==> config.mk <==
export PLATFORM = sky130hd
export DESIGN_NAME = timed_priority_schedule_table
export DESIGN_NICKNAME = d
export VERILOG_FILES = /design/src/rtl/tpst_pkg.sv /design/src/rtl/tpst_ctrl.sv /design/src/rtl/tpst_dp.sv /design/src/rtl/timed_priority_schedule_table.sv
export SDC_FILE = /design/constraint.sdc
export NUM_CORES = 2
export LEC_CHECK = 0
export BUFFER_PORTS_ARGS = -buffer_cell sky130_fd_sc_hd__buf_2
export CAP_MARGIN = 0
export CORE_ASPECT_RATIO = 1.2
export CORE_MARGIN = 3
export CORE_UTILIZATION = 41
export CTS_BUF_LIST = sky130_fd_sc_hd__clkbuf_8 sky130_fd_sc_hd__clkbuf_16
export DETAILED_ROUTE_END_ITERATION = 10
export SLEW_MARGIN = 20
export SYNTH_ARGS = -nofsm -noshare
export SYNTH_HDL_FRONTEND = slang
export SYNTH_HIERARCHICAL = 1
export SYNTH_SLANG_ARGS = --single-unit
==> constraint.sdc <==
create_clock -name clock -period 8.1 [get_ports clock]
set_clock_uncertainty 0.05 [all_clocks]
set_input_delay 1.62 -clock clock [delete_from_list [all_inputs] [get_ports clock]]
set_output_delay 1.62 -clock clock [all_outputs]
set_load 0.02 [all_outputs]
==> src/rtl/tpst_pkg.sv <==
`timescale 1ns / 1ps
package tpst_pkg;

   localparam int NUM_ENTRIES_DEF = 8;

   localparam int OP_W       = 2;
   localparam int IDX_PORT_W = 3;
   localparam int WIN_PORT_W = 4;
   localparam int TIME_W     = 32;
   localparam int PRIO_W     = 8;

   localparam logic [OP_W-1:0] OP_TICK    = 2'd0;
   localparam logic [OP_W-1:0] OP_LOAD    = 2'd1;
   localparam logic [OP_W-1:0] OP_DISABLE = 2'd2;

   typedef struct packed {
      logic [TIME_W-1:0] start;
      logic [TIME_W-1:0] stop;
      logic [TIME_W-1:0] period;
      logic [PRIO_W-1:0] prio;
   } sched_entry_type;

   typedef struct packed {
      logic load_item;
      logic eval_tick;
      logic eval_single;
      logic last;
   } dp_cmd_type;

endpackage

==> src/rtl/tpst_ctrl.sv <==
`timescale 1ns / 1ps
module tpst_ctrl
   import tpst_pkg::*;
#(
   parameter int NUM_ENTRIES = NUM_ENTRIES_DEF,
   localparam int IDX_W = (NUM_ENTRIES > 1) ? $clog2(NUM_ENTRIES) : 1
) (
   input  logic              clock,
   input  logic              reset,
   input  logic              req_valid,
   input  logic [OP_W-1:0]   req_operation,
   input  logic              out_free,
   output logic              req_ready,
   output dp_cmd_type        cmd,
   output logic [IDX_W-1:0]  entry_idx,
   output logic [IDX_W-1:0]  rd_idx
);

   localparam logic [1:0] ST_IDLE   = 2'd0;
   localparam logic [1:0] ST_TICK   = 2'd1;
   localparam logic [1:0] ST_SINGLE = 2'd2;

   localparam logic [IDX_W-1:0] LAST_IDX = IDX_W'(NUM_ENTRIES - 1);

   logic [1:0]       state_ff, state_in;
   logic [IDX_W-1:0] k_ff, k_in;

   always_comb begin
      state_in  = state_ff;
      k_in      = k_ff;
      cmd       = '0;
      rd_idx    = k_ff;
      req_ready = 1'b0;
      unique case (state_ff)
         ST_IDLE: begin
            req_ready = 1'b1;
            // keep entry 0 prefetched for the next tick
            rd_idx    = '0;
            if (req_valid) begin
               cmd.load_item = 1'b1;
               k_in          = '0;
               state_in      = (req_operation == OP_TICK) ? ST_TICK : ST_SINGLE;
            end
         end
         ST_TICK: begin
            if (out_free) begin
               cmd.eval_tick = 1'b1;
               cmd.last      = (k_ff == LAST_IDX);
               if (k_ff == LAST_IDX) begin
                  state_in = ST_IDLE;
               end else begin
                  k_in   = k_ff + IDX_W'(1);
                  rd_idx = k_ff + IDX_W'(1);
               end
            end
         end
         ST_SINGLE: begin
            if (out_free) begin
               cmd.eval_single = 1'b1;
               cmd.last        = 1'b1;
               state_in        = ST_IDLE;
            end
         end
         default: begin
            state_in = ST_IDLE;
         end
      endcase
   end

   assign entry_idx = k_ff;

   always_ff @(posedge clock) begin
      if (reset) begin
         state_ff <= ST_IDLE;
         k_ff     <= '0;
      end else begin
         state_ff <= state_in;
         k_ff     <= k_in;
      end
   end

endmodule

==> src/rtl/tpst_dp.sv <==
`timescale 1ns / 1ps
module tpst_dp
   import tpst_pkg::*;
#(
   parameter int NUM_ENTRIES = NUM_ENTRIES_DEF,
   localparam int IDX_W = (NUM_ENTRIES > 1) ? $clog2(NUM_ENTRIES) : 1,
   localparam int WIN_W = $clog2(NUM_ENTRIES + 1)
) (
   input  logic                  clock,
   input  logic                  reset,
   input  dp_cmd_type            cmd,
   input  logic [IDX_W-1:0]      entry_idx,
   input  logic [IDX_W-1:0]      rd_idx,
   input  logic [OP_W-1:0]       req_operation,
   input  logic [IDX_PORT_W-1:0] req_entry_index,
   input  logic [TIME_W-1:0]     req_current_time,
   input  logic [TIME_W-1:0]     req_start_time,
   input  logic [TIME_W-1:0]     req_end_time,
   input  logic [TIME_W-1:0]     req_repeat_period,
   input  logic [PRIO_W-1:0]     req_priority_level,
   input  logic                  rsp_ready,
   output logic                  out_free,
   output logic                  rsp_valid,
   output logic [IDX_PORT_W-1:0] rsp_entry_number,
   output logic                  rsp_turned_off,
   output logic                  rsp_turned_on,
   output logic                  rsp_actions_applied,
   output logic                  rsp_request_refresh,
   output logic [WIN_PORT_W-1:0] rsp_winner_index,
   output logic                  rsp_last
);

   localparam logic [WIN_W-1:0] NO_WINNER = WIN_W'(NUM_ENTRIES);

   // latched item
   logic [OP_W-1:0]       op_ff;
   logic [IDX_PORT_W-1:0] idx_ff;
   logic [TIME_W-1:0]     now_ff;
   sched_entry_type       new_ff;

   logic [NUM_ENTRIES-1:0] valid_ff;
   logic [NUM_ENTRIES-1:0] active_ff;
   logic [WIN_W-1:0]       winner_ff, winner_in;
   logic [PRIO_W-1:0]      win_prio_ff;

   sched_entry_type mem [NUM_ENTRIES];
   sched_entry_type rd_ff;

   logic                  rsp_valid_ff;
   logic [IDX_PORT_W-1:0] rsp_entry_ff;
   logic                  rsp_off_ff;
   logic                  rsp_on_ff;
   logic                  rsp_applied_ff;
   logic                  rsp_refresh_ff;
   logic [WIN_PORT_W-1:0] rsp_winner_ff;
   logic                  rsp_last_ff;

   // tick evaluation of the visited entry
   logic            cur_valid;
   logic            cur_active;
   logic            expire;
   logic            recur;
   sched_entry_type upd;
   logic [WIN_W-1:0] win_mid;
   logic            in_window;
   logic            take;
   logic [WIN_W-1:0] tick_winner;

   // load, disable and unknown items
   logic [IDX_W-1:0] sel;
   logic             in_range;
   logic             single_off;

   always_comb begin
      cur_valid  = valid_ff[entry_idx];
      cur_active = active_ff[entry_idx];
      expire     = cur_valid && cur_active && (now_ff >= rd_ff.stop);
      recur      = (rd_ff.period != '0);
      upd        = rd_ff;
      if (expire && recur) begin
         upd.start = rd_ff.start + rd_ff.period;
         upd.stop  = rd_ff.stop + rd_ff.period;
      end
      // any expiry drops the winner, even a different one
      win_mid     = expire ? NO_WINNER : winner_ff;
      in_window   = cur_valid && (now_ff >= upd.start) && (now_ff < upd.stop);
      take        = in_window && ((win_mid == NO_WINNER) || (rd_ff.prio < win_prio_ff));
      tick_winner = take ? WIN_W'(entry_idx) : win_mid;
   end

   always_comb begin
      sel        = IDX_W'(idx_ff);
      in_range   = ((op_ff == OP_LOAD) || (op_ff == OP_DISABLE)) &&
                   (32'(idx_ff) < NUM_ENTRIES);
      single_off = in_range && active_ff[sel];
   end

   always_comb begin
      winner_in = winner_ff;
      if (cmd.eval_tick) begin
         winner_in = tick_winner;
      end else if (cmd.eval_single && single_off) begin
         winner_in = NO_WINNER;
      end
   end

   assign out_free = !rsp_valid_ff || rsp_ready;

   always_ff @(posedge clock) begin
      if (reset) begin
         valid_ff     <= '0;
         active_ff    <= '0;
         winner_ff    <= NO_WINNER;
         rsp_valid_ff <= 1'b0;
      end else begin
         winner_ff <= winner_in;
         if (cmd.eval_tick) begin
            if (expire && !recur) begin
               valid_ff[entry_idx] <= 1'b0;
            end
            // a preempted entry keeps its active flag
            if (take) begin
               active_ff[entry_idx] <= 1'b1;
            end else if (expire) begin
               active_ff[entry_idx] <= 1'b0;
            end
         end
         if (cmd.eval_single && in_range) begin
            active_ff[sel] <= 1'b0;
            valid_ff[sel]  <= (op_ff == OP_LOAD);
         end
         if (cmd.eval_tick || cmd.eval_single) begin
            rsp_valid_ff <= 1'b1;
         end else if (rsp_ready) begin
            rsp_valid_ff <= 1'b0;
         end
      end
   end

   always_ff @(posedge clock) begin
      if (cmd.load_item) begin
         op_ff         <= req_operation;
         idx_ff        <= req_entry_index;
         now_ff        <= req_current_time;
         new_ff.start  <= req_start_time;
         new_ff.stop   <= req_end_time;
         new_ff.period <= req_repeat_period;
         new_ff.prio   <= req_priority_level;
      end
      if (cmd.eval_tick && take) begin
         win_prio_ff <= rd_ff.prio;
      end
      if (cmd.eval_tick) begin
         rsp_entry_ff   <= IDX_PORT_W'(entry_idx);
         rsp_off_ff     <= expire;
         rsp_on_ff      <= take;
         rsp_applied_ff <= cur_valid && (tick_winner == WIN_W'(entry_idx));
         rsp_refresh_ff <= expire || take;
         rsp_winner_ff  <= WIN_PORT_W'(winner_in);
         rsp_last_ff    <= cmd.last;
      end else if (cmd.eval_single) begin
         rsp_entry_ff   <= idx_ff;
         rsp_off_ff     <= single_off;
         rsp_on_ff      <= 1'b0;
         rsp_applied_ff <= 1'b0;
         rsp_refresh_ff <= 1'b0;
         rsp_winner_ff  <= WIN_PORT_W'(winner_in);
         rsp_last_ff    <= cmd.last;
      end
   end

   // entry table, one write and one registered read per cycle
   always_ff @(posedge clock) begin
      if (cmd.eval_tick && expire && recur) begin
         mem[entry_idx] <= upd;
      end else if (cmd.eval_single && in_range && (op_ff == OP_LOAD)) begin
         mem[sel] <= new_ff;
      end
      rd_ff <= mem[rd_idx];
   end

   assign rsp_valid           = rsp_valid_ff;
   assign rsp_entry_number    = rsp_entry_ff;
   assign rsp_turned_off      = rsp_off_ff;
   assign rsp_turned_on       = rsp_on_ff;
   assign rsp_actions_applied = rsp_applied_ff;
   assign rsp_request_refresh = rsp_refresh_ff;
   assign rsp_winner_index    = rsp_winner_ff;
   assign rsp_last            = rsp_last_ff;

endmodule

==> src/rtl/timed_priority_schedule_table.sv <==
`timescale 1ns / 1ps
// Schedule table of NUM_ENTRIES time windows with a single winning entry. An item is
// taken only while the block is idle. A tick walks the table one entry per cycle
// while results are not stalled, through the single read port of the entry memory,
// giving one result per entry; a load, a disable or an unknown operation gives one
// result. No item is taken until the last result of the current one is registered,
// and a stalled result holds the walk in place. A window holds while now is at least
// start and below stop, unsigned, and a period moves it on modulo 2^32. winner_index
// equal to NUM_ENTRIES means no winner; unloaded entries, being invalid, go unused.
module timed_priority_schedule_table
   import tpst_pkg::*;
#(
   parameter int NUM_ENTRIES = NUM_ENTRIES_DEF
) (
   input  logic                  clock,
   input  logic                  reset,
   input  logic                  req_valid,
   output logic                  req_ready,
   input  logic [OP_W-1:0]       req_operation,
   input  logic [IDX_PORT_W-1:0] req_entry_index,
   input  logic [TIME_W-1:0]     req_current_time,
   input  logic [TIME_W-1:0]     req_start_time,
   input  logic [TIME_W-1:0]     req_end_time,
   input  logic [TIME_W-1:0]     req_repeat_period,
   input  logic [PRIO_W-1:0]     req_priority_level,
   output logic                  rsp_valid,
   input  logic                  rsp_ready,
   output logic [IDX_PORT_W-1:0] rsp_entry_number,
   output logic                  rsp_turned_off,
   output logic                  rsp_turned_on,
   output logic                  rsp_actions_applied,
   output logic                  rsp_request_refresh,
   output logic [WIN_PORT_W-1:0] rsp_winner_index,
   output logic                  rsp_last
);

   localparam int IDX_W = (NUM_ENTRIES > 1) ? $clog2(NUM_ENTRIES) : 1;

   dp_cmd_type       cmd;
   logic [IDX_W-1:0] entry_idx;
   logic [IDX_W-1:0] rd_idx;
   logic             out_free;

   tpst_ctrl #(
      .NUM_ENTRIES(NUM_ENTRIES)
   ) u_ctrl (
      .clock        (clock),
      .reset        (reset),
      .req_valid    (req_valid),
      .req_operation(req_operation),
      .out_free     (out_free),
      .req_ready    (req_ready),
      .cmd          (cmd),
      .entry_idx    (entry_idx),
      .rd_idx       (rd_idx)
   );

   tpst_dp #(
      .NUM_ENTRIES(NUM_ENTRIES)
   ) u_dp (
      .clock              (clock),
      .reset              (reset),
      .cmd                (cmd),
      .entry_idx          (entry_idx),
      .rd_idx             (rd_idx),
      .req_operation      (req_operation),
      .req_entry_index    (req_entry_index),
      .req_current_time   (req_current_time),
      .req_start_time     (req_start_time),
      .req_end_time       (req_end_time),
      .req_repeat_period  (req_repeat_period),
      .req_priority_level (req_priority_level),
      .rsp_ready          (rsp_ready),
      .out_free           (out_free),
      .rsp_valid          (rsp_valid),
      .rsp_entry_number   (rsp_entry_number),
      .rsp_turned_off     (rsp_turned_off),
      .rsp_turned_on      (rsp_turned_on),
      .rsp_actions_applied(rsp_actions_applied),
      .rsp_request_refresh(rsp_request_refresh),
      .rsp_winner_index   (rsp_winner_index),
      .rsp_last           (rsp_last)
   );

   // a new winner always reapplies its actions and asks for a refresh
   a_on_applied : assert property (@(posedge clock) disable iff (reset)
      rsp_valid && rsp_turned_on |-> rsp_actions_applied && rsp_request_refresh)
      else $error("winner result without applied actions or refresh");

   // turning an entry off leaves no winner unless the same step picked one
   a_off_clears : assert property (@(posedge clock) disable iff (reset)
      rsp_valid && rsp_turned_off && !rsp_turned_on |->
         rsp_winner_index == WIN_PORT_W'(NUM_ENTRIES))
      else $error("winner survived a turn off");

   // an accepted item keeps the block busy on the next cycle
   a_busy_after_accept : assert property (@(posedge clock) disable iff (reset)
      req_valid && req_ready |=> !req_ready)
      else $error("item accepted while previous one still in progress");

endmodule

==> results_dict.tcl <==
set metrics [dict create \
    core_area_um2 113000 \
    die_h_um 377 \
    crit_fanout 14 \
    place_ws_ps 1390 \
    drv_slew 0 \
    worstPathRequired_ps 8400 \
    postCtsSetupBuffers 0 \
    synth_flop_cell "edfxtp_1" \
    first_pass_iters 8 \
    synth_area_um2 47000 \
    cp-start-kind "flop" \
    nets 3326 \
    htreeDepth 3 \
    hold_viol 0 \
    clk_pin_slew_worst_paths_ps 70 \
    drt-wirelength-per-cell_um 26.3 \
    io_buffer_count 158 \
    dpl.hpwl_um 77000 \
    first_iter_violations 2069 \
    clock-root-buffer "clkbuf_16" \
    netlist.area_leader.share 0.634 \
    grt_pass1_wl_um 180000 \
    critPathKind "flop to flop" \
    drive_gt1_frac 0.233 \
    die_w_um 315 \
    slowest_delay_ps 790 \
    place_congestion 0.968 \
    crit_family "compound AO/OA/AOI/OAI gates" \
    fin_ws_ps 1240 \
    area_growth_pct 13.6 \
    netlist_instances 2815 \
    worstHoldPathType "flop to flop" \
    worst_slew_pin_slew_ps 1010 \
    finalInstanceArea_um2 53400 \
    async_reset_ff_frac 0 \
    ctsHoldBuffers 0 \
    clk_path_buf_depth 3 \
    setup_tns_ps 0 \
    period_needed_ps 6860 \
    cp_slowest_cell "a2111oi_0" \
    ys_seq_elements 1123 \
    dieArea_um2 119000 \
    synth_top_cell_by_area "edfxtp_1" \
    max_clock_freq_ghz 0.146 \
    status "finished, final reports clean" \
    crit_chain "buf_4 > mux2_2 > a22oi_1 > nor2_1 > a221o_1 > o21ai_1 > a21o_1 > nor2_4 > and4_1 > a21oi_1 > ha_1 > a21o_1 > a21oi_1 > nor2_1 > a2111oi_0 > o2111a_1 > o211ai_1 > a2111o_1 > inv_1" \
    synth_warnings 6 \
    io_pins 159 \
    leakage_nw 18.4 \
    post-route-period-util 0.847 \
    fin_util 0.471 \
    wirelength_um 121000 \
    rows 135 \
    grt_pass1_vias 27200 \
    setup_viol 0 \
    yosysSeqAreaShare 0.689 \
    antenna_found_initial 4 \
    track_usage 0.206 \
    fill_cells 9586 \
    dpl_cell_area_um2 49800 \
    remaining_drc_errors 0 \
    ir_drop_v 0.000155 \
    worst-path-buf-inv 2 \
    synth-edff-count 993 \
    synth_cell_types 81 \
    insertion_delay_ps 730 \
    slew_headroom 0.328 \
    clkSinkCount 1123 \
    syn_nets 3131 \
    yosys-top-cells-area "edfxtp_1 (63%), mux4_2 (10%), dfxtp_1 (5.5%)" \
    ant_nets 0 \
    worstSetupEndpointType "flop" \
    start_util 0.415 \
    cap_violations 0 \
    route.vias.total 26000 \
    cts-resized-gates 0 \
    rsz0062_at_grt "no" \
    p_per_area_nw_per_um2 233 \
    cts_inserted_buffers 109 \
    cts_tree "done" \
    overflow 0 \
    grt_max_degree 134 \
    crit_arrival_ps 7160 \
    postSynthAreaPerCell_um2 16.7 \
    viasPerCell 5.64 \
]
## per-layer routing
metal  global-route usage  vias to the layer above  wire length [um]
met1                0.277                    13500             51500
met3               0.0288                      186              6290
met2                0.337                      776             58800
li1                     -                    11500                 -
met4               0.0848                        0              4720
met5                    0                        -                 0
## cells in the mapped netlist, drive strengths merged (4+ instances only)
| cell type | count |
|---|---|
| buf | 48 |
| clkbuf | 63 |
| nand3 | 29 |
| edfxtp | 993 |
| nor2 | 155 |
| nand4 | 24 |
| a221oi | 4 |
| a211oi | 12 |
| nand2 | 180 |
| o21ai | 64 |
| dfxtp | 130 |
| mux4 | 210 |
| and2 | 10 |
| inv | 72 |
| a211o | 11 |
| mux2i | 18 |
| o21bai | 5 |
| nand2b | 20 |
| o211ai | 15 |
| nor2b | 10 |
| o221ai | 4 |
| or3 | 10 |
| ha | 169 |
| and3 | 6 |
| xnor2 | 27 |
| o32ai | 4 |
| a31oi | 24 |
| nor4 | 13 |
| a21o | 73 |
| a21oi | 174 |
| or2 | 9 |
| nor3 | 19 |
| xor2 | 22 |
| a2111oi | 5 |
| o21a | 13 |
| mux2 | 111 |
| o31ai | 5 |
## placed cells by master, fill, tap and decap left out, drive strengths merged, types with 102 or more instances in the layout
cell type / instances
inv: 102
mux4: 210
ha: 169
mux2: 111
edfxtp: 993
nand2: 180
clkbuf: 122
nor2: 155
buf: 195
a21oi: 174
dfxtp: 130
## report_power, final
group	leakage (nW)	total (mW)	internal (mW)	switching, mW
clock network	1.85	5.01	2.82	2.19
logic	6.43	0.886	0.349	0.537
registers	10.1	6.57	6.46	0.106
## stage by stage
step                hold WS [ps]  power [mW]  std cells
floorplan                    371        7.25       2815
global placement             399        7.56       4406
detailed placement           417        7.58       4406
CTS                          433        12.6       4613
global route                 452        12.9       4613
finish                       432        12.5       4615
## registers in the layout (all words and copies together), names as in the netlist, 8 cells and up
name and cells:
u_dp/mem 832, u_dp/valid_ff 8, u_dp/new_ff 104, u_dp/win_prio_ff 8, u_dp/now_ff 32, u_dp/active_ff 8
u_dp/rd_ff 104
## worst paths after layout
check	endpoint	slack [ps]	depth (start not counted)	startpoint
max reg2reg	u_dp/win_prio_ff[5]	1240	19	u_ctrl/entry_idx[1]
min reg2reg	u_dp/win_prio_ff[4]	430	0	u_dp/rd_ff[4]
min	u_dp/win_prio_ff[4]	430	0	u_dp/rd_ff[4]
max	u_dp/win_prio_ff[5]	1240	19	u_ctrl/entry_idx[1]
## final cells by class
class                           instances  area (um2)  area share
Clock inverter                         85         671      0.0126
Timing Repair Buffer                  195        1230      0.0230
Inverter                               72         275     0.00515
Tap cell                             1507        1890      0.0353
Sequential cell                      1123       32400       0.607
Multi-Input combinational cell       1509       14000       0.262
Antenna cell                            2        5.00   0.0000937
Clock buffer                          122        2920      0.0546
## kinds of logic after synthesis
kind of cell    share of synthesized area
fa+ha+maj                          0.0458
compound gates                     0.0615
flops                               0.689
mux                                 0.131
simple gates                       0.0480
xor+xnor                          0.00912
buf+inv                            0.0155
No activity file was read; power rests on OpenSTA's default activity.
